File: config.mk
export PLATFORM = sky130hd
export DESIGN_NAME = escbp_ram
export DESIGN_NICKNAME = d
export VERILOG_FILES = /design/src/sv/exact_size_class_block_pool_macros.svh /design/src/sv/escbp_ram.sv
export SDC_FILE = /design/constraint.sdc
export NUM_CORES = 1
export LEC_CHECK = 0
export ABC_CLOCK_PERIOD_IN_PS = 1990
export BUFFER_PORTS_ARGS = -buffer_cell sky130_fd_sc_hd__buf_2
export CELL_PAD_IN_SITES_DETAIL_PLACEMENT = 2
export CELL_PAD_IN_SITES_GLOBAL_PLACEMENT = 2
export CORE_ASPECT_RATIO = 0.8
export CORE_UTILIZATION = 48
export CTS_CLUSTER_DIAMETER = 100
export DETAILED_ROUTE_END_ITERATION = 12
export PLACE_DENSITY_LB_ADDON = 0.08
export SLEW_MARGIN = 10
export SYNTH_ARGS = -nofsm -noshare
export SYNTH_HDL_FRONTEND = slang
export SYNTH_SLANG_ARGS = --single-unit
File: constraint.sdc
create_clock -name clk -period 1.99 [get_ports clk]
set_input_delay 0.199 -clock clk [delete_from_list [all_inputs] [get_ports clk]]
set_output_delay 0.199 -clock clk [all_outputs]
set_load 0.05 [all_outputs]
File: src/sv/exact_size_class_block_pool_macros.svh
// Assertion helpers used by the pool datapath (escbp_dp).
`ifndef EXACT_SIZE_CLASS_BLOCK_POOL_MACROS_SVH
`define EXACT_SIZE_CLASS_BLOCK_POOL_MACROS_SVH

// same-cycle implication
`define ESCBP_ASSERT_IMPL(name, clk_s, rst_s, ante, cons) \
  name: assert property (@(posedge clk_s) disable iff (rst_s) (ante) |-> (cons)) \
    else $error("exact_size_class_block_pool: assertion failed");

// next-cycle implication
`define ESCBP_ASSERT_NEXT(name, clk_s, rst_s, ante, cons) \
  name: assert property (@(posedge clk_s) disable iff (rst_s) (ante) |=> (cons)) \
    else $error("exact_size_class_block_pool: assertion failed");

`endif

File: src/sv/escbp_ram.sv
`timescale 1ns / 1ps
`default_nettype none
module escbp_ram #(
  parameter int WIDTH = 8,
  parameter int DEPTH = 16
) (
  input  wire logic                     clk,
  input  wire logic                     we,
  input  wire logic [$clog2(DEPTH)-1:0] waddr,
  input  wire logic [WIDTH-1:0]         wdata,
  input  wire logic                     re,
  input  wire logic [$clog2(DEPTH)-1:0] raddr,
  output logic      [WIDTH-1:0]         rdata
);

  logic [WIDTH-1:0] mem [DEPTH];

  always_ff @(posedge clk) begin
    if (we) begin
      mem[waddr] <= wdata;
    end
    if (re) begin
      rdata <= mem[raddr];
    end
  end

endmodule
`default_nettype wire

Word-level counts from Yosys, hierarchy flattened. Memories as Yosys holds them, arrays and structs flattened. A register that Yosys moved wholly into a read port is not among the register bits. Index checks and enable logic that the tools add are counted.

Register bits: 0. Memory bits (writable): 128. Output and inout port bits: 8. Logic and storage cells: 3. Memories kept: 1.

Multiplexer cells: 2.

Memory list: mem (depth 16, width 8, rd ports 1, clocked after Yosys merged registers in 1, wr ports 1, line escbp_ram.sv:16) `logic [WIDTH-1:0] mem [DEPTH];`.

Operators with widths (count): 1-bit 2-to-1 mux (2).

Logic depth before layout (Yosys ltp).
Depth in word-level cells: 2. Depth in mapped cells: 5. Gate-level depth less buffers: 3.

Worst setup path after synthesis. Ideal clock, no wire load.

Kind: in2reg. Start: in waddr[2]. End: mem mem[0][0] (enable). Arrival: 1.309 ns. Required time: 1.607 ns. Slack: 0.298 ns. Stages: 2. Path buffers: 0. Cells stage by stage: or3b_2 -> nor3_1.

RTL lines: start, declared (line escbp_ram.sv:9) `input wire logic [$clog2(DEPTH)-1:0] waddr,`; end, declared (line escbp_ram.sv:16).

No word-level cell before the write port.

==> impl_metrics.py <==
metrics = {
    "worst_hold_path": {
        "hp-start": "re",
        "min_path_type": "in2reg",
    },
    "global_routing": {
        "antenna_found_initial": 0,
        "track_usage_pct": 28.7,
        "grt_pass1_vias": 2911,
        "grt_max_degree": 33,
        "grt_overflow_total": 0,
        "grt_pass1_wl_microns": 21100,
    },
    "floorplan": {
        "io_pins": 27,
        "start_util_pct": 50.2,
        "fp.dieArea_sq_mm": 0.0113,
        "core-area_sq_mm": 0.0104,
        "rows": 33,
        "die_height_microns": 95.3,
        "die_w_microns": 119,
    },
    "detailed_routing": {
        "dr.pass1.iters": 5,
        "num_vias": 2597,
        "ant_nets": 0,
        "vias_per_cell": 5.94,
        "drc_errors": 0,
        "wl_per_cell_microns": 33.6,
        "drtIter0Drc": 191,
        "routed_wl_microns": 14700,
    },
    "critical_path": {
        "required_ns": 2.14,
        "worst_setup_path_end_kind": "flop",
        "crit_slowest_cell": "mux4_1",
        "path_max_fanout": 1,
        "cp_data_arrival_time_ns": 1.79,
        "cp-start-kind": "flop",
        "critPathKind": "reg2reg",
        "cp_top_family": "multiplexers",
        "r2r_start": "mem[2][5]",
        "cp_num_buf_inv": 0,
        "max_stage_delay_ns": 0.55,
        "startpoint": "mem[2][5]",
        "crit_chain": "mux4_1 -> a22oi_1 -> nand2_1",
    },
    "place": {
        "portBuffers": 26,
        "dp_cells": 405,
        "hpwlAfterDp_microns": 8610,
        "gp_congestion": 0.713,
    },
    "clocking": {
        "cts_buffers": 17,
        "cts_tree": "done",
        "clk_latency_ns": 0.42,
        "cts.repair.resized": 0,
        "cts_setup_buffers": 0,
        "clk_path_buf_depth": 2,
        "cts_hold_buf": 0,
        "clock_tree.root_cell": "clkbuf_16",
        "htreeDepth": 4,
        "clk_pin_slew_ns": 0.06,
        "numClockSinks": 136,
    },
    "layout": {
        "instances_no_fill": 437,
        "synthToLayoutAreaGrowth_pct": 20.1,
        "drive_gt1_share_pct": 31.6,
        "final_common_cell": "edfxtp_1",
        "layout_common_cells": "136 x edfxtp_1, 26 x buf_2, 18 x mux4_2, 18 x buf_4, 17 x clkbuf_16",
        "fin_nets": 303,
        "antennaDiodeCount": 0,
        "fill_cells": 830,
    },
    "logic_synthesis": {
        "ys_ff_latch": 136,
        "ys_seq_area_share_pct": 78.1,
        "synth_top_cell_area_share_pct": 78.1,
        "syn_avg_cell_area_sq_um": 22.8,
        "synth.largest_area_cell": "edfxtp_1",
        "netlist_area_sq_mm": 0.00523,
        "syn_inst": 229,
        "synthTopCellsByArea": "edfxtp_1 78%, mux4_2 7.8%, mux4_1 7.0%, a22oi_1 2.3%, nor2_1 0.93%",
        "syn-num-nets": 248,
        "ys_types": 18,
        "ys.warnings.count": 0,
    },
    "timing": {
        "period_minus_slack_ns": 1.64,
        "finalHoldViolCount": 0,
        "slew_headroom_pct": 71.4,
        "rsz0062_at_grt": "false",
        "max_freq_mhz": 611,
        "final-setup-viol-count": 0,
        "fin_setup_tns_ns": 0,
        "worst_pin_slew_ns": 0.429,
        "fin_crit_sh_pct": 82.2,
        "skew_ns": 0.00850,
        "drv_slew": 0,
    },
    "pwr": {
        "powerDensity_mw_per_mm2": 1150,
        "leakage_nw": 2.15,
        "peakVddDrop_uv": 919,
    },
    "status": {
        "outcome": "completed",
    },
    "job": {
        "cap_violations": 0,
    },
}
[where the power goes]
part,switching [mW],internal (mW),leakage (nW),total [mW]
Combinational,0.244,0.128,0.588,0.372
Sequential,0.0278,3.23,1.24,3.26
Clock,1.23,2.34,0.323,3.57
Total,1.50,5.70,2.15,7.20
[worst register-to-register path, stage by stage (launching register included)]
cell and delay (ns):
edfxtp_1 0.40, mux4_1 0.55, a22oi_1 0.30, nand2_1 0.12
[synthesized netlist by cell type, drive strengths merged]
master,instances
mux4,32
clkdlybuf4s25,3
nor2,13
edfxtp,136
nor2b,1
nand2b,2
nand3b,2
and2b,1
or3b,1
buf,7
nand2,9
nand3,1
a22oi,16
and2,1
nor3,4
[state kept, by name, indices dropped and copies added, names as in the netlist]
| signal | flops |
|---|---|
| rdata | 8 |
| mem | 128 |
[layer usage]
metal | up-vias | global-route usage (%) | share of wire [%]
li1 | 1098 | - | -
met1 | 1379 | 38.8 | 42
met2 | 114 | 48.1 | 52
met3 | 6 | 5.26 | 5.7
met4 | 0 | 9.28 | 0.37
met5 | - | 0 | 0
[path summary, 6_finish.rpt]
path / slack [ns] / depth (start not counted) / endpoint
worst max-delay path: 0.35 / 3 / rdata[5]
worst min-delay path: 0.16 / 1 / rdata[7]
worst max register to register: 0.35 / 3 / rdata[5]
worst min register to register: 0.79 / 3 / rdata[4]
[per-stage QoR]
step / area [sq um] / utilization, % / hold slack [ns] / setup WS [ns] / power, mW
after floorplan: 5230 / - / 0.298 / 0.298 / 3.51
after global placement: 5620 / 54.0 / 0.585 / 0.200 / 3.65
after detailed placement: 5620 / 54.0 / 0.585 / 0.0962 / 3.68
after CTS: 6280 / 60.4 / 0.136 / 0.375 / 7.27
after global routing: 6280 / 60.4 / 0.140 / 0.309 / 7.37
final: 6280 / 60.4 / 0.155 / 0.354 / 7.20
[cell type report]
class | instances | area, sq um | share of cell area, %
multi-input combinational | 83 | 1060 | 16.8
tap | 140 | 175 | 2.79
timing repair buffer | 46 | 305 | 4.86
sequential | 136 | 4080 | 65.0
clock buffer | 18 | 429 | 6.83
clock inverter | 14 | 229 | 3.65
[logic make-up after synthesis]
logic type             count (synthesis)  synth area share (%)
AO/OA/AOI/OAI                         16                  2.30
buffers and inverters                 10                  1.65
flip-flops                           136                  78.1
multiplexers                          32                  14.8
AND/OR/NAND/NOR                       35                  3.14
Note: power is estimated with default switching activity, not from simulation.
