### src/sv/exact_size_class_block_pool_macros.svh
// Assertion helpers used by the pool datapath (escbp_dp).
`ifndef EXACT_SIZE_CLASS_BLOCK_POOL_MACROS_SVH
`define EXACT_SIZE_CLASS_BLOCK_POOL_MACROS_SVH

// same-cycle implication
`define ESCBP_ASSERT_IMPL(name, clk_s, rst_s, ante, cons) \
  name: assert property (@(posedge clk_s) disable iff (rst_s) (ante) |-> (cons)) \
    else $error("exact_size_class_block_pool: assertion failed");

// next-cycle implication
`define ESCBP_ASSERT_NEXT(name, clk_s, rst_s, ante, cons) \
  name: assert property (@(posedge clk_s) disable iff (rst_s) (ante) |=> (cons)) \
    else $error("exact_size_class_block_pool: assertion failed");

`endif

### src/sv/escbp_pkg.sv
`timescale 1ns / 1ps
`default_nettype none
package escbp_pkg;

  localparam int MAX_ENTRIES = 2048;
  // must be a power of two
  localparam int ALIGN_BYTES = 64;
  localparam int ALIGN_LOG2  = $clog2(ALIGN_BYTES);

  localparam int IDX_W   = $clog2(MAX_ENTRIES);
  localparam int CNT_W   = $clog2(MAX_ENTRIES + 1);
  localparam int ADDR_W  = 32;
  localparam int RSIZE_W = ADDR_W + 1;
  localparam int CFG_IDX_W = 1;

  localparam logic [CFG_IDX_W-1:0] REG_REGION_BASE     = 1'b0;
  localparam logic [CFG_IDX_W-1:0] REG_REGION_CAPACITY = 1'b1;

  typedef enum logic [1:0] {
    OP_ALLOC  = 2'd0,
    OP_RETURN = 2'd1,
    OP_ISSUE  = 2'd2,
    OP_FREE   = 2'd3
  } op_t;

  typedef enum logic [2:0] {
    ST_OK         = 3'd0,
    ST_ALLOC_FAIL = 3'd1,
    ST_UNKNOWN    = 3'd2,
    ST_IDLE       = 3'd3,
    ST_NOT_IDLE   = 3'd4
  } status_t;

  typedef struct packed {
    logic [RSIZE_W-1:0] rsize;
    logic [ADDR_W-1:0]  offset;
    logic               idle;
    logic               live;
  } entry_t;

  localparam int ENTRY_W = $bits(entry_t);

  typedef struct packed {
    logic load;
    logic scan;
    logic capture;
    logic commit;
  } dp_cmd_t;

  typedef struct packed {
    logic hit;
    logic scan_end;
    logic out_free;
  } dp_stat_t;

endpackage
`default_nettype wire

### src/sv/escbp_ctrl.sv
`timescale 1ns / 1ps
`default_nettype none
module escbp_ctrl
  import escbp_pkg::*;
(
  input  wire logic     clk,
  input  wire logic     rst,
  input  wire logic     s_tvalid,
  output logic          s_tready,
  input  wire dp_stat_t stat,
  output dp_cmd_t       cmd
);

  typedef enum logic [1:0] {
    S_IDLE,
    S_SCAN,
    S_DECIDE
  } fsm_t;

  fsm_t fsm;

  assign s_tready = (fsm == S_IDLE);

  always_comb begin
    cmd         = '0;
    cmd.load    = (fsm == S_IDLE) && s_tvalid;
    cmd.scan    = (fsm == S_SCAN);
    cmd.capture = (fsm == S_SCAN) && stat.hit;
    cmd.commit  = (fsm == S_DECIDE) && stat.out_free;
  end

  always_ff @(posedge clk) begin
    if (rst) begin
      fsm <= S_IDLE;
    end else begin
      unique case (fsm)
        S_IDLE: begin
          if (s_tvalid) begin
            fsm <= S_SCAN;
          end
        end
        S_SCAN: begin
          if (stat.hit || stat.scan_end) begin
            fsm <= S_DECIDE;
          end
        end
        S_DECIDE: begin
          if (stat.out_free) begin
            fsm <= S_IDLE;
          end
        end
        default: fsm <= S_IDLE;
      endcase
    end
  end

endmodule
`default_nettype wire

### config.mk
export PLATFORM = sky130hd
export DESIGN_NAME = escbp_ctrl
export DESIGN_NICKNAME = d
export VERILOG_FILES = /design/src/sv/exact_size_class_block_pool_macros.svh /design/src/sv/escbp_pkg.sv /design/src/sv/escbp_ctrl.sv
export SDC_FILE = /design/constraint.sdc
export NUM_CORES = 1
export LEC_CHECK = 0
export ABC_CLOCK_PERIOD_IN_PS = 1400
export BUFFER_PORTS_ARGS = -buffer_cell sky130_fd_sc_hd__buf_4
export CORE_AREA = 2 2 39 41
export DETAILED_ROUTE_END_ITERATION = 12
export DIE_AREA = 0 0 41 43
export SLEW_MARGIN = 20
export SYNTH_ARGS = -nofsm -noshare
export SYNTH_HDL_FRONTEND = slang
export SYNTH_SLANG_ARGS = --single-unit
### constraint.sdc
create_clock -name clk -period 1.4 [get_ports clk]
set_clock_uncertainty 0.1 [all_clocks]
set_input_delay 0.07 -clock clk [delete_from_list [all_inputs] [get_ports clk]]
set_output_delay 0.07 -clock clk [all_outputs]
set_load 0.05 [all_outputs]
After elaboration in Yosys (flattened, before gate mapping)
Index checks and enable logic that the tools add are counted.

storage, ports and cells
  register bits = 2
  input bits = 6
  output and inout port bits = 5
  word-level logic and storage cells = 16

operators by class
  equality and inequality tests = 5
  multiplexer cells = 4
  reduce and logical (&&, ||, !) cells = 6

operators with widths
  operator              number
  $mux W2               3
  $pmux W2 S3           1
  $ne A2 B2 Y1 const B  2
  $logic_and A1 B1 Y1   3
  $reduce_and A3 Y1     1
  $eq A2 B1 Y1 const B  1
  $eq A2 B2 Y1 const B  1
  $logic_not A2 Y1      1
  $ne A2 B1 Y1 const B  1
  $logic_or A1 B1 Y1    1

Longest topological paths before layout
  depth after elaboration = 3
  mapped depth = 3
  gate-level depth less buffers = 3

Worst setup path before layout
No wires, ideal clock.

  path type = register -> output
  start point = reg fsm[0]
  end point = out cmd[3] (netlist name)
  data arrival time = 1.552 ns
  required time = 1.230 ns
  slack = -0.322 ns
  stages on the path, launching flop included = 3
  path buffers = 0
  cell sequence = dfxtp_1 -> nor2_1 -> and2_1

RTL lines
  what                    line              RTL
  start, declared         escbp_ctrl.sv:20  fsm_t fsm;
  start signal, assigned  escbp_ctrl.sv:34  fsm <= S_IDLE;
  start signal, assigned  escbp_ctrl.sv:39  fsm <= S_SCAN;
  start signal, assigned  escbp_ctrl.sv:44  fsm <= S_DECIDE;
  end, declared           escbp_ctrl.sv:11  output dp_cmd_t cmd

==> impl_metrics.toml <==
[placement]
portBuffers = 10
place_congestion = 0.562
dp_hpwl_um = 241

[timing]
finalSetupTns_ns = 0
finalSetupViolCount = 0
finalHoldViolCount = 0
rsz0062_at_grt = "no"
fmax_ghz = 0.767
finalCritPeriodShare = 0.931
fin_crit_ns = 1.30
maxSlewViolCount = 0
relSlewSlack = 0.876
worst_pin_slew_ns = 0.186

[clocking]
post_cts_buffers = 0
cts-root-buf = "clkbuf_4"
clockBufferDepth = 2
clock_sinks = 2
worstSkewPairLatency_ns = 0.22
cts-buffers-inserted = 3
tritoncts = "done"
htree_levels = 1
clkTransAtPathRegs_ns = 0.03

[synth]
synth_area_leaders = "dfxtp_1 (36%), and2_1 (11%), nor2_1 (10%), mux2i_1 (9.1%), and2b_2 (8.0%)"
yosysMostFrequentCell = "nor2_1"
synth_area_leader_cell = "dfxtp_1"
yosys-top-cells-count = "nor2_1 (3), and2_1 (2), dfxtp_1 (2)"
ys_ff_latch = 2
synth_area_um2 = 110
ys.flop_type = "dfxtp_1"
synth_nets = 20
syn_inst = 14
synth-async-reset-ratio = 0
yosys_warnings = 0
synth_edf_count = 0
syn_area_per_cell_um2 = 7.86
synthDistinctLibCells = 10
ys_seq_area_frac = 0.364
synth_top_area_frac = 0.364

[drt]
first_iter_violations = 3
first_pass_iters = 2
wl_per_cell_um = 7.36
ant_nets = 0
drc = 0
vias = 140
drt-vias-per-instance = 3.18
routed_wl_um = 324

[setup_path]
r2r_start = "fsm[0]"
crit_type = "flip-flop to output pin"
arrival_ns = 1.13
required_ns = 1.23
ff2ff_path_depth = 2
critical_path.max_fanout = 5
crit_path_end_kind = "output pin"
r2r_setup_slack_ns = 0.37
r2r-end = "fsm[1]"
startpoint_type = "flip-flop"

[layout]
num-fill-cells = 160
regArea_um2 = 41.3
largest_register_ffs = 2
largestRegisters = "fsm (2)"
n_antenna_cell = 0
fin_nets = 36
multiInputGateArea_um2 = 73.8
syn2layout_area_growth_pct = 120
top_register = "fsm"
drive_above_1_share = 0.607
fin_util = 0.175

[outcome]
status = "complete, no violations"

[power]
irDropWorstVdd_uv = 216
power_density_nw_per_um2 = 1140
p_leak_nw = 0.111

[global_route]
grt_max_degree = 6
grtUsageTotal = 0.0522
grt-ovfl-total = 0
grt_pass1_vias = 123
grt_pass1_wl_um = 496
antenna_found_initial = 0

[worst_hold_path]
holdPathStages = 3
hold_end = "fsm[1]"
min-delay-start = "stat[0]"
min_path_type = "input port to flip-flop"

[floorplanning]
coreArea_um2 = 1380
die_h_um = 43
io-pin-count = 11
initial_utilization = 0.0796
die_area_um2 = 1760
rows = 14
die_width_um = 41

[run]
drv_cap = 0
[logic make-up after synthesis]
| kind of cell | Yosys count | share of synthesized area |
|---|---|---|
| flip-flops | 2 | 0.364 |
| AO/OA/AOI/OAI | 2 | 0.0908 |
| multiplexers | 1 | 0.0909 |
| AND/OR/NAND/NOR | 9 | 0.454 |
[critical path, cell delays in order (launching register included)]
cell     delay [ns]
dfxtp_2        0.35
and2b_2        0.23
and2_1         0.15
buf_4          0.18
[worst max path at each step]
stage | startpoint | endpoint | slack [ns] | depth (start not counted)
after detailed placement | fsm[1] | cmd[1] | 0.28 | 3
after global routing | fsm[0] | cmd[1] | 0.01 | 3
final | fsm[1] | cmd[1] | 0.1 | 3
after CTS | fsm[1] | cmd[1] | 0.04 | 3
after global placement | fsm[1] | cmd[1] | 0.29 | 3
after floorplan | fsm[0] | cmd[3] | 0.04 | 2
[where the power goes]
group | total, mW | switching [mW] | internal [mW]
Combinational | 0.0843 | 0.0508 | 0.0335
Sequential | 0.0667 | 0.00501 | 0.0617
Clock | 0.126 | 0.0314 | 0.0945
Total | 0.277 | 0.0872 | 0.190
[repair_timing]
item,4_1_cts,5_1_grt
endpoints found under the setup margin,0,1
hold buffers,1,0
endpoints found under the hold margin,2,0
resized for setup,0,1
[metal layers]
layer / wire [um] / up-vias / GRT usage
li1: - / 76 / -
met1: 142 / 55 / 0.0545
met2: 124 / 9 / 0.0438
met3: 56 / 0 / 0.0785
met4: 0 / 0 / 0.0400
met5: 0 / - / 0
[cell usage in the layout, fill, tap and decap left out, drive strengths merged]
cell / instances
clkbuf: 3
and2b: 1
and2: 2
or3b: 1
o21ai: 1
nor3: 1
nand2: 1
buf: 10
dfxtp: 2
mux2i: 1
dlygate4sd3: 1
a21oi: 1
nor2: 3
[layout make-up]
| type | count | share of cell area |
|---|---|---|
| well taps | 16 | 0.0825 |
| clock buffers | 3 | 0.0928 |
| multi-input cells | 12 | 0.304 |
| flip-flops and latches | 2 | 0.170 |
| repair buffers | 11 | 0.351 |
[stage by stage]
| step | hold slack [ns] | power, mW | area [um^2] | worst slack, ns | instances |
|---|---|---|---|---|---|
| after detailed placement | 0.151 | 0.150 | 209 | 0.275 | 40 |
| final | 0.0188 | 0.277 | 243 | 0.0961 | 44 |
| after global placement | 0.149 | 0.150 | 209 | 0.295 | 40 |
| after CTS | 0.0223 | 0.286 | 241 | 0.0364 | 44 |
| after global routing | 0.0285 | 0.305 | 243 | 0.0140 | 44 |
| after floorplan | 0.0391 | 0.119 | 114 | 0.0374 | 14 |
Note: power is estimated with default switching activity, not from simulation.
