===== config.mk =====
export PLATFORM = sky130hd
export DESIGN_NAME = escbp_dp
export DESIGN_NICKNAME = d
export VERILOG_FILES = /design/src/sv/escbp_pkg.sv /design/src/sv/escbp_dp.sv
export VERILOG_INCLUDE_DIRS = /design/src /design/src/sv
export SDC_FILE = /design/constraint.sdc
export NUM_CORES = 1
export LEC_CHECK = 0
export BUFFER_PORTS_ARGS = -buffer_cell sky130_fd_sc_hd__buf_2
export CAP_MARGIN = 30
export CORE_MARGIN = 1
export CORE_UTILIZATION = 50
export CTS_CLUSTER_DIAMETER = 100
export CTS_CLUSTER_SIZE = 30
export DETAILED_ROUTE_END_ITERATION = 7
export GPL_TIMING_DRIVEN = 1
export HOLD_SLACK_MARGIN = 0.03
export MAX_ROUTING_LAYER = met4
export PLACE_DENSITY = 0.71
export SLEW_MARGIN = 40
export SYNTH_ARGS = -nofsm -noshare
export SYNTH_HDL_FRONTEND = slang
export SYNTH_SLANG_ARGS = --single-unit

===== constraint.sdc =====
create_clock -name clk -period 9.6 [get_ports clk]
set_input_delay 1.92 -clock clk [delete_from_list [all_inputs] [get_ports clk]]
set_output_delay 1.92 -clock clk [all_outputs]
set_load 0.01 [all_outputs]

===== src/sv/exact_size_class_block_pool_macros.svh =====
// Assertion helpers used by the pool datapath (escbp_dp).
`ifndef EXACT_SIZE_CLASS_BLOCK_POOL_MACROS_SVH
`define EXACT_SIZE_CLASS_BLOCK_POOL_MACROS_SVH

// same-cycle implication
`define ESCBP_ASSERT_IMPL(name, clk_s, rst_s, ante, cons) \
  name: assert property (@(posedge clk_s) disable iff (rst_s) (ante) |-> (cons)) \
    else $error("exact_size_class_block_pool: assertion failed");

// next-cycle implication
`define ESCBP_ASSERT_NEXT(name, clk_s, rst_s, ante, cons) \
  name: assert property (@(posedge clk_s) disable iff (rst_s) (ante) |=> (cons)) \
    else $error("exact_size_class_block_pool: assertion failed");

`endif


===== src/sv/escbp_pkg.sv =====
`timescale 1ns / 1ps
`default_nettype none
package escbp_pkg;

  localparam int MAX_ENTRIES = 2048;
  // must be a power of two
  localparam int ALIGN_BYTES = 64;
  localparam int ALIGN_LOG2  = $clog2(ALIGN_BYTES);

  localparam int IDX_W   = $clog2(MAX_ENTRIES);
  localparam int CNT_W   = $clog2(MAX_ENTRIES + 1);
  localparam int ADDR_W  = 32;
  localparam int RSIZE_W = ADDR_W + 1;
  localparam int CFG_IDX_W = 1;

  localparam logic [CFG_IDX_W-1:0] REG_REGION_BASE     = 1'b0;
  localparam logic [CFG_IDX_W-1:0] REG_REGION_CAPACITY = 1'b1;

  typedef enum logic [1:0] {
    OP_ALLOC  = 2'd0,
    OP_RETURN = 2'd1,
    OP_ISSUE  = 2'd2,
    OP_FREE   = 2'd3
  } op_t;

  typedef enum logic [2:0] {
    ST_OK         = 3'd0,
    ST_ALLOC_FAIL = 3'd1,
    ST_UNKNOWN    = 3'd2,
    ST_IDLE       = 3'd3,
    ST_NOT_IDLE   = 3'd4
  } status_t;

  typedef struct packed {
    logic [RSIZE_W-1:0] rsize;
    logic [ADDR_W-1:0]  offset;
    logic               idle;
    logic               live;
  } entry_t;

  localparam int ENTRY_W = $bits(entry_t);

  typedef struct packed {
    logic load;
    logic scan;
    logic capture;
    logic commit;
  } dp_cmd_t;

  typedef struct packed {
    logic hit;
    logic scan_end;
    logic out_free;
  } dp_stat_t;

endpackage
`default_nettype wire


===== src/sv/escbp_dp.sv =====
`timescale 1ns / 1ps
`default_nettype none
`include "exact_size_class_block_pool_macros.svh"
module escbp_dp
  import escbp_pkg::*;
(
  input  wire logic                 clk,
  input  wire logic                 rst,
  input  wire logic                 cfg_we,
  input  wire logic [CFG_IDX_W-1:0] cfg_index,
  input  wire logic [ADDR_W-1:0]    cfg_data,
  input  wire logic [63:0]          s_tdata,
  input  wire logic [1:0]           s_tuser,
  output logic                      m_tvalid,
  input  wire logic                 m_tready,
  output logic [63:0]               m_tdata,
  output logic [2:0]                m_tuser,
  input  wire dp_cmd_t              cmd,
  output dp_stat_t                  stat,
  output logic                      ram_we,
  output logic [IDX_W-1:0]          ram_waddr,
  output logic [ENTRY_W-1:0]        ram_wdata,
  output logic                      ram_re,
  output logic [IDX_W-1:0]          ram_raddr,
  input  wire logic [ENTRY_W-1:0]   ram_rdata
);

  logic [ADDR_W-1:0]  base_q, cap_q;
  logic [CNT_W-1:0]   used_q, used_next;
  logic [ADDR_W-1:0]  carved_q, carved_next;

  op_t                op_q;
  logic [ADDR_W-1:0]  addr_q;
  logic [RSIZE_W-1:0] rounded_q;
  logic               skip_q;

  logic [CNT_W-1:0]   rd_idx;
  logic               cmp_vld;
  logic [IDX_W-1:0]   cmp_idx;
  logic               found_q;
  logic [IDX_W-1:0]   hit_idx;
  entry_t             hit_ent;

  logic [ADDR_W-1:0]  out_address;
  status_t            out_status;
  logic [ADDR_W-1:0]  out_bytes;

  op_t                in_op;
  logic [ADDR_W-1:0]  in_size, in_addr;
  logic [RSIZE_W-1:0] in_rounded;
  logic               in_skip;

  entry_t             rd_ent, wr_ent;
  logic               match;
  logic [ADDR_W-1:0]  room;
  logic               new_carve;
  logic [ADDR_W-1:0]  res_address;
  status_t            res_status;

  assign in_op   = op_t'(s_tuser);
  assign in_size = s_tdata[31:0];
  assign in_addr = s_tdata[63:32];
  // round up to the alignment
  assign in_rounded = ({1'b0, in_size} + RSIZE_W'(ALIGN_BYTES - 1))
                      & ~RSIZE_W'(ALIGN_BYTES - 1);
  assign in_skip = (in_op == OP_ALLOC) ? ((in_size == '0) || (in_size > cap_q))
                                        : ((in_op == OP_FREE) && (in_addr == '0));

  assign rd_ent = entry_t'(ram_rdata);
  always_comb begin
    if (op_q == OP_ALLOC) begin
      match = !rd_ent.live && (rd_ent.rsize == rounded_q);
    end else begin
      match = rd_ent.live && ((base_q + rd_ent.offset) == addr_q);
    end
  end

  assign ram_re    = cmd.scan && !skip_q && (rd_idx < used_q);
  assign ram_raddr = rd_idx[IDX_W-1:0];

  assign stat.hit      = cmp_vld && match;
  assign stat.scan_end = skip_q || (!cmp_vld && (rd_idx >= used_q));
  assign stat.out_free = !m_tvalid || m_tready;

  assign room = (cap_q >= carved_q) ? (cap_q - carved_q) : '0;

  always_comb begin
    res_address = '0;
    res_status  = ST_OK;
    ram_we      = 1'b0;
    ram_waddr   = hit_idx;
    wr_ent      = hit_ent;
    new_carve   = 1'b0;
    used_next   = used_q;
    carved_next = carved_q;
    priority if (op_q == OP_ALLOC) begin
      priority if (skip_q) begin
        res_status = ST_ALLOC_FAIL;
      end else if (found_q) begin
        ram_we      = cmd.commit;
        wr_ent.live = 1'b1;
        wr_ent.idle = 1'b0;
        res_address = base_q + hit_ent.offset;
      end else if ((used_q >= CNT_W'(MAX_ENTRIES)) || (rounded_q > {1'b0, room})) begin
        res_status = ST_ALLOC_FAIL;
      end else begin
        new_carve     = cmd.commit;
        ram_we        = cmd.commit;
        ram_waddr     = used_q[IDX_W-1:0];
        wr_ent.rsize  = rounded_q;
        wr_ent.offset = carved_q;
        wr_ent.live   = 1'b1;
        wr_ent.idle   = 1'b0;
        used_next     = used_q + 1'b1;
        carved_next   = carved_q + rounded_q[ADDR_W-1:0];
        res_address   = base_q + carved_q;
      end
    end else if (skip_q) begin
      res_status = ST_OK;
    end else if (!found_q) begin
      res_status = ST_UNKNOWN;
    end else if (op_q == OP_ISSUE) begin
      if (!hit_ent.idle) begin
        res_status = ST_NOT_IDLE;
      end else begin
        ram_we      = cmd.commit;
        wr_ent.idle = 1'b0;
        res_address = base_q + hit_ent.offset;
      end
    end else if (hit_ent.idle) begin
      res_status = ST_IDLE;
    end else if (op_q == OP_RETURN) begin
      ram_we      = cmd.commit;
      wr_ent.idle = 1'b1;
    end else begin
      ram_we      = cmd.commit;
      wr_ent.live = 1'b0;
      wr_ent.idle = 1'b1;
    end
  end

  assign ram_wdata = wr_ent;

  always_ff @(posedge clk) begin
    if (rst) begin
      base_q   <= '0;
      cap_q    <= '0;
      used_q   <= '0;
      carved_q <= '0;
      cmp_vld  <= 1'b0;
      found_q  <= 1'b0;
      m_tvalid <= 1'b0;
    end else begin
      if (cfg_we) begin
        unique case (cfg_index)
          REG_REGION_BASE:     base_q <= cfg_data;
          REG_REGION_CAPACITY: cap_q  <= cfg_data;
          default: ;
        endcase
      end
      if (cmd.load) begin
        cmp_vld <= 1'b0;
        found_q <= 1'b0;
      end else begin
        cmp_vld <= ram_re;
        if (cmd.capture) begin
          found_q <= 1'b1;
        end
      end
      if (cmd.commit) begin
        used_q   <= used_next;
        carved_q <= carved_next;
        m_tvalid <= 1'b1;
      end else if (m_tready) begin
        m_tvalid <= 1'b0;
      end
    end
  end

  always_ff @(posedge clk) begin
    if (cmd.load) begin
      op_q      <= in_op;
      addr_q    <= in_addr;
      rounded_q <= in_rounded;
      skip_q    <= in_skip;
      rd_idx    <= '0;
    end else if (ram_re) begin
      rd_idx <= rd_idx + 1'b1;
    end
    if (ram_re) begin
      cmp_idx <= rd_idx[IDX_W-1:0];
    end
    if (cmd.capture) begin
      hit_idx <= cmp_idx;
      hit_ent <= rd_ent;
    end
    if (cmd.commit) begin
      out_address <= res_address;
      out_status  <= res_status;
      out_bytes   <= carved_next;
    end
  end

  assign m_tdata = {out_bytes, out_address};
  assign m_tuser = out_status;

  `ESCBP_ASSERT_IMPL(a_read_below_used, clk, rst, ram_re, rd_idx < used_q)
  `ESCBP_ASSERT_IMPL(a_used_bounded, clk, rst, 1'b1, used_q <= CNT_W'(MAX_ENTRIES))
  `ESCBP_ASSERT_IMPL(a_commit_slot_free, clk, rst, cmd.commit, !m_tvalid || m_tready)
  `ESCBP_ASSERT_NEXT(a_carve_grows_table, clk, rst, new_carve, used_q == $past(used_q) + 1'b1)

endmodule
`default_nettype wire


After elaboration in Yosys (flattened, before gate mapping)
Cells that the tools add are included.
Storage, ports and cells
  output and inout port bits: 162
  flip-flop bits (word level): 341
  input bits: 174
  word-level logic and storage cells: 119
Cells by class
  reductions and logical operators: 24
  magnitude comparators: 6
  bitwise operators: 4
  eq/ne operators: 5
  add/subtract/negate cells: 8
  multiplexer cells: 51
Operator list (number)
  32-bit two-way mux: 13
  67-bit two-way mux: 2
  65-bit two-way mux: 2
  32-bit adder: 4
  32-bit zero test: 2
  11-bit two-way mux: 4
  32-bit by 6-bit adder with 33-bit output, second input constant: 1
  33-bit == test: 1
  33-bit by 32-bit > comparator with 1-bit output: 1
  32-bit == test: 1
  32-bit greater-or-equal comparator: 1
  32-bit > comparator: 1
  32-bit subtractor: 1
  12-bit by 1-bit adder with 12-bit output, second input constant: 2
  1-bit two-way mux: 20
  3-bit two-way mux: 5
  12-bit greater-or-equal comparator: 1
  12-bit greater-or-equal comparator, second input constant: 1
  12-bit less-than comparator: 1
  2-bit two-way mux: 5
  1-bit logical AND: 7
  5-bit AND reduction: 1
  2-bit == test, second input constant: 2
  1-bit zero test: 4
  7 further kinds: 15

Depth between registers and ports, before layout
  depth in word-level cells: 8
  depth in mapped cells: 27
  depth with buffers taken out: 25

Worst setup path after synthesis
No wires, ideal clock.
  path type: reg2out
  start point: register carved_q[6]
  end point: output ram_waddr[10]
  buffers on the path: 3
  path slack: 2.761 ns
  cell stages (with the launch flop): 26
  data arrival time: 4.919 ns
  cells stage by stage: dfxtp_1 -> ha_1 -> inv_1 -> fa_1 -> a211oi_1 -> o21ai_1 -> a21o_1 -> a21o_1 -> a21oi_1 -> o21bai_1 -> a21oi_1 -> o21ai_0 -> xor2_1 -> nand2_1 -> ha_1 -> nand4_1 -> nor3_1 -> nand2_1 -> nor4_1 -> a21oi_1 -> and2_1 -> or2_2 -> clkbuf_1 -> clkbuf_1 -> clkbuf_1 -> o21ai_0
On the way
  longest elaborated chain between the ends: 8
  elaborated cells on any way between the ends: 9
  classes of those cells: 1 x add/sub; 2 x order compare; 5 x mux; 1 x reduce/logical
RTL lines
  from (decl): RTL line escbp_dp.sv:30  | logic [ADDR_W-1:0] carved_q, carved_next;
  from (signal assigned): RTL line escbp_dp.sv:172  | carved_q <= carved_next;
  32-bit subtractor / 32-bit greater-or-equal comparator (equally long branches): RTL line escbp_dp.sv:85  | assign room = (cap_q >= carved_q) ? (cap_q - carved_q) : '0;
  32-bit two-way mux (*): RTL line escbp_dp.sv:85
  33-bit by 32-bit > comparator with 1-bit output (*): RTL line escbp_dp.sv:104  | end else if ((used_q >= CNT_W'(MAX_ENTRIES)) || (rounded_q > {1'b0, room})) begin
  1-bit logical OR (*): RTL line escbp_dp.sv:104
  11-bit two-way mux (*): RTL line escbp_dp.sv:104
  11-bit two-way mux (*): RTL line escbp_dp.sv:99  | end else if (found_q) begin
  11-bit two-way mux (*): RTL line escbp_dp.sv:97  | priority if (skip_q) begin
  11-bit two-way mux (*): RTL line escbp_dp.sv:96  | priority if (op_q == OP_ALLOC) begin
  to (decl): RTL line escbp_dp.sv:21  | output logic [IDX_W-1:0] ram_waddr,
Mark *: on every way between the ends. The rest lies on a longest branch, timed or not.

Final worst setup path
  start point: register carved_q[7]
  end point: output ram_wdata[25]
On the way
  longest elaborated chain between the ends: 8
  elaborated cells on any way between the ends: 9
  classes of those cells: 1 x add/sub; 2 x order compare; 5 x mux; 1 x reduce/logical
RTL lines
  32-bit subtractor / 32-bit greater-or-equal comparator (equally long branches): RTL line escbp_dp.sv:85
  32-bit two-way mux (*): RTL line escbp_dp.sv:85
  33-bit by 32-bit > comparator with 1-bit output (*): RTL line escbp_dp.sv:104
  1-bit logical OR (*): RTL line escbp_dp.sv:104
  67-bit two-way mux (*): RTL line escbp_dp.sv:104
  65-bit two-way mux (*): RTL line escbp_dp.sv:99
  67-bit two-way mux (*): RTL line escbp_dp.sv:97
  65-bit two-way mux (*): RTL line escbp_dp.sv:96
  to (decl): RTL line escbp_dp.sv:22  | output logic [ENTRY_W-1:0] ram_wdata,
Marked as above.

==> summary.md <==
| Metric | Value |
|---|---|
| Synth Area in XOR/XNOR | `8.20%` |
| Share of layout cells above drive strength 1 | `14.5%` |
| Die Span X | `213 µm` |
| Fmax | `0.114 GHz` |
| Pin count of the biggest net entering global routing | `77` |
| Overall Global Routing Usage | `33.5%` |
| Smallest hold slack | `0.428 ns` |
| Residual DRC | `0` |
| Unrepaired setup endpoints after global routing | `no` |
| Global route overflow | `0` |
| Post-CTS Resized | `0` |
| Die Area | `0.0452 mm²` |
| Root Buffer | `clkbuf_16` |
| Worst slew margin | `43.6%` |
| Vias | `19,900` |
| First-pass GRT wire length | `111 mm` |
| Mapped Avg Cell Area | `8.98 µm²` |
| Vias per cell | `5.93` |
| TritonRoute pass-1 iters | `5` |
| CP arrival | `6.88 ns` |
| Setup crit start kind | `flop` |
| Area Growth Syn to Fin | `12.3%` |
| Clk sink count | `329` |
| Io pins | `336` |
| Most common cell after layout, fill and taps aside | `nand2_1` |
| Main combinational cell family by area after synthesis | `compound AO/OA/AOI/OAI gates` |
| PD cells | `137 mW/mm²` |
| Final min period | `8.80 ns` |
| Max VDD drop | `145 µV` |
| Die Y | `213 µm` |
| Reg-to-Reg End | `used_q[5]$_SDFFE_PP0P_` |
| Critical path's slowest cell | `a211oi_1` |
| Worst path max stage delay | `0.51 ns` |
| Final Setup Violations | `0` |
| Clock Tree Buf Depth | `3` |
| WL/cell | `22.5 µm` |
| H-tree depth | `1` |
| Register area share after synthesis | `39.2%` |
| Initial antenna violation count | `5` |
| Iter 0 DRT Violations | `1,864` |
| Crit-path max FO | `52` |
| Worst Hold Class | `flop to flop` |
| Num CTS Buffers | `16` |
| Synth unique cells | `84` |
| R2R cell count | `23` |
| Clk slew on worst S/H paths | `0.11 ns` |
| Pleak | `10.6 nW` |
| Post-synthesis compound-gate area fraction | `18.5%` |
| Hold_buf cts | `0` |
| Final hold viol count | `0` |
| Reg2Reg Setup Slack | `2.76 ns` |
| Initial Util | `51.1%` |
| Min-delay src | `cmp_idx[0]$_DFFE_PP_` |
| Setup Skew | `0.0334 ns` |
| Multiplexer area fraction after synthesis | `0.513%` |
| Slew @ Worst Pin | `0.838 ns` |
| WL final | `75.3 mm` |
| Cells after DPL | `3,313` |
| Number of port buffers | `329` |
| Reg2reg start | `carved_q[7]$_SDFFE_PP0P_` |
| Adder-cell share of the synthesized area | `12.3%` |
| Fin nets | `3,139` |
| Post-synth ARST share | `0%` |
| Setup Crit Path Kind | `flop to primary output` |
| Total core area | `0.0435 mm²` |
| Final max-slew violation count | `0` |
| Setup TNS | `0 ns` |
| HPWL after DPL | `60.1 mm` |
| Fin crit share | `91.7%` |
| Crit path required time | `7.68 ns` |
| Row count | `76` |
| Status | `finished, final reports clean` |
| Commonest non-fill, non-tap cells in the layout | `nand2_1, buf_2, a21oi_1` |
| Predominant post-synthesis flop cell | `edfxtp_1` |
| Fill count | `3,993` |
| Max-cap violation count | `0` |
| Setup Buffers After CTS | `0` |
| Antenna Nets Post-Route | `0` |
| Finished Layout Cells | `3,349` |
| Crit. End Element | `primary output` |
| Syn. warnings | `0` |
| Mapped Cells | `2,472` |
| Ordered list of cells on the worst path | `inv_1 -> ha_1 -> a21o_1 -> a21o_1 -> a21oi_1 -> o21ai_0 -> a211oi_1 -> o31ai_1 -> a22oi_1 -> nand4_1 -> o211a_1 -> ha_1 -> nand4_1 -> nor4b_2 -> o211a_1 -> o41ai_1 -> a21oi_1 -> and2_1 -> or2_4 -> buf_12 -> buf_4 -> nand2_1 -> o21ai_0 -> buf_2` |
| CTS tree | `yes` |
| Placer congestion estimate | `0.961` |
| Skew-Pair Late Insertion Delay | `0.56 ns` |
| Synthesized cell area | `0.0222 mm²` |
| FF+latch count, synth | `329` |
| Post-synth EDFFs | `212` |
| Setup crit end | `ram_wdata[25]` |
| Simple-gate share of the synthesized area | `17.2%` |
| Crit path launch | `carved_q[7]$_SDFFE_PP0P_` |
| Vias in the first global route | `18,600` |
==> report_power, final <==
part,leakage (nW),switching [mW],internal (mW)
sequential,3.05,0.0750,1.59
combinational,7.28,0.551,0.353
clock,0.250,0.504,0.348
==> stage by stage <==
step                power (mW)  cell area (µm²)  utilization [%]  worst slack [ns]
CTS                       3.42            24800             57.2             0.570
global placement          2.56            24300             55.9              1.45
detailed placement        2.57            24300             56.0              1.20
global route              3.57            24900             57.4             0.424
finish                    3.42            24900             57.4             0.799
floorplan                 2.24            22200                -              2.76
==> cells by family after synthesis <==
logic type	after synthesis
AOI/OAI and AO/OA	662
xor gates and xnor gates	206
adders and majority gates	216
buffers and inverters	215
DFF	329
muxes	11
other	1
and+or+nand+nor	832
==> flip-flops by register name, indices dropped and copies added, names as in the netlist <==
register,cells
cmp_vld,1
carved_q,26
cmp_idx,11
m_tvalid,1
used_q,12
cap_q,32
out_address,32
found_q,1
skip_q,1
base_q,32
hit_ent,67
rounded_q,27
out_bytes,26
addr_q,32
hit_idx,11
m_tuser,3
rd_idx,12
op_q,2
==> how the worst min path moves through the flow <==
stage	endpoint	slack [ns]	depth (start not counted)
detailed placement	hit_idx[0]$_DFFE_PP_	0.40	0
CTS	hit_idx[0]$_DFFE_PP_	0.43	0
global placement	hit_idx[4]$_DFFE_PP_	0.40	0
floorplan	hit_idx[0]$_DFFE_PP_	0.40	0
finish	hit_idx[0]$_DFFE_PP_	0.43	0
global route	hit_idx[10]$_DFFE_PP_	0.44	0
==> area by class of cell <==
type | instances | area, µm² | area share [%]
antenna | 5 | 12.5 | 0.0502
clock buffer | 22 | 444 | 1.78
clock inverter | 6 | 75.1 | 0.301
inverter | 121 | 454 | 1.82
multi-input combinational | 1933 | 12700 | 50.8
sequential | 329 | 8710 | 34.9
tap | 585 | 732 | 2.94
timing repair buffer | 348 | 1830 | 7.34
==> critical path, delay by kind of cell (launching register included) <==
kind,cells,cell delay [ns]
buffers and inverters,4,1.02
adders and majority gates,2,0.63
and+or+nand+nor,6,1.39
AOI/OAI and AO/OA,12,2.79
DFF,1,0.47
==> layer usage <==
layer,track usage [%],up-vias,wire length (µm)
li1,-,9460,-
met1,43.5,9508,32200
met2,54.4,771,35600
met3,4.21,133,4870
met4,11.0,0,2620
met5,-,-,0
==> cell usage after synthesis, drive strengths merged (31+ instances only) <==
cell type	count	area share, %
ha	211	12
nor2b	38	1.1
nand3	45	1.0
nand2	415	7.0
a21o	70	2.4
nor3	40	0.90
dfxtp	117	11
nor2	119	2.0
xnor2	124	4.9
a21oi	221	5.0
clkbuf	66	1.1
inv	121	2.0
xor2	82	3.3
edfxtp	212	29
nand4	52	1.5
o21ai	170	3.8
nor4	31	0.97
No activity file was read; power rests on OpenSTA's default activity.
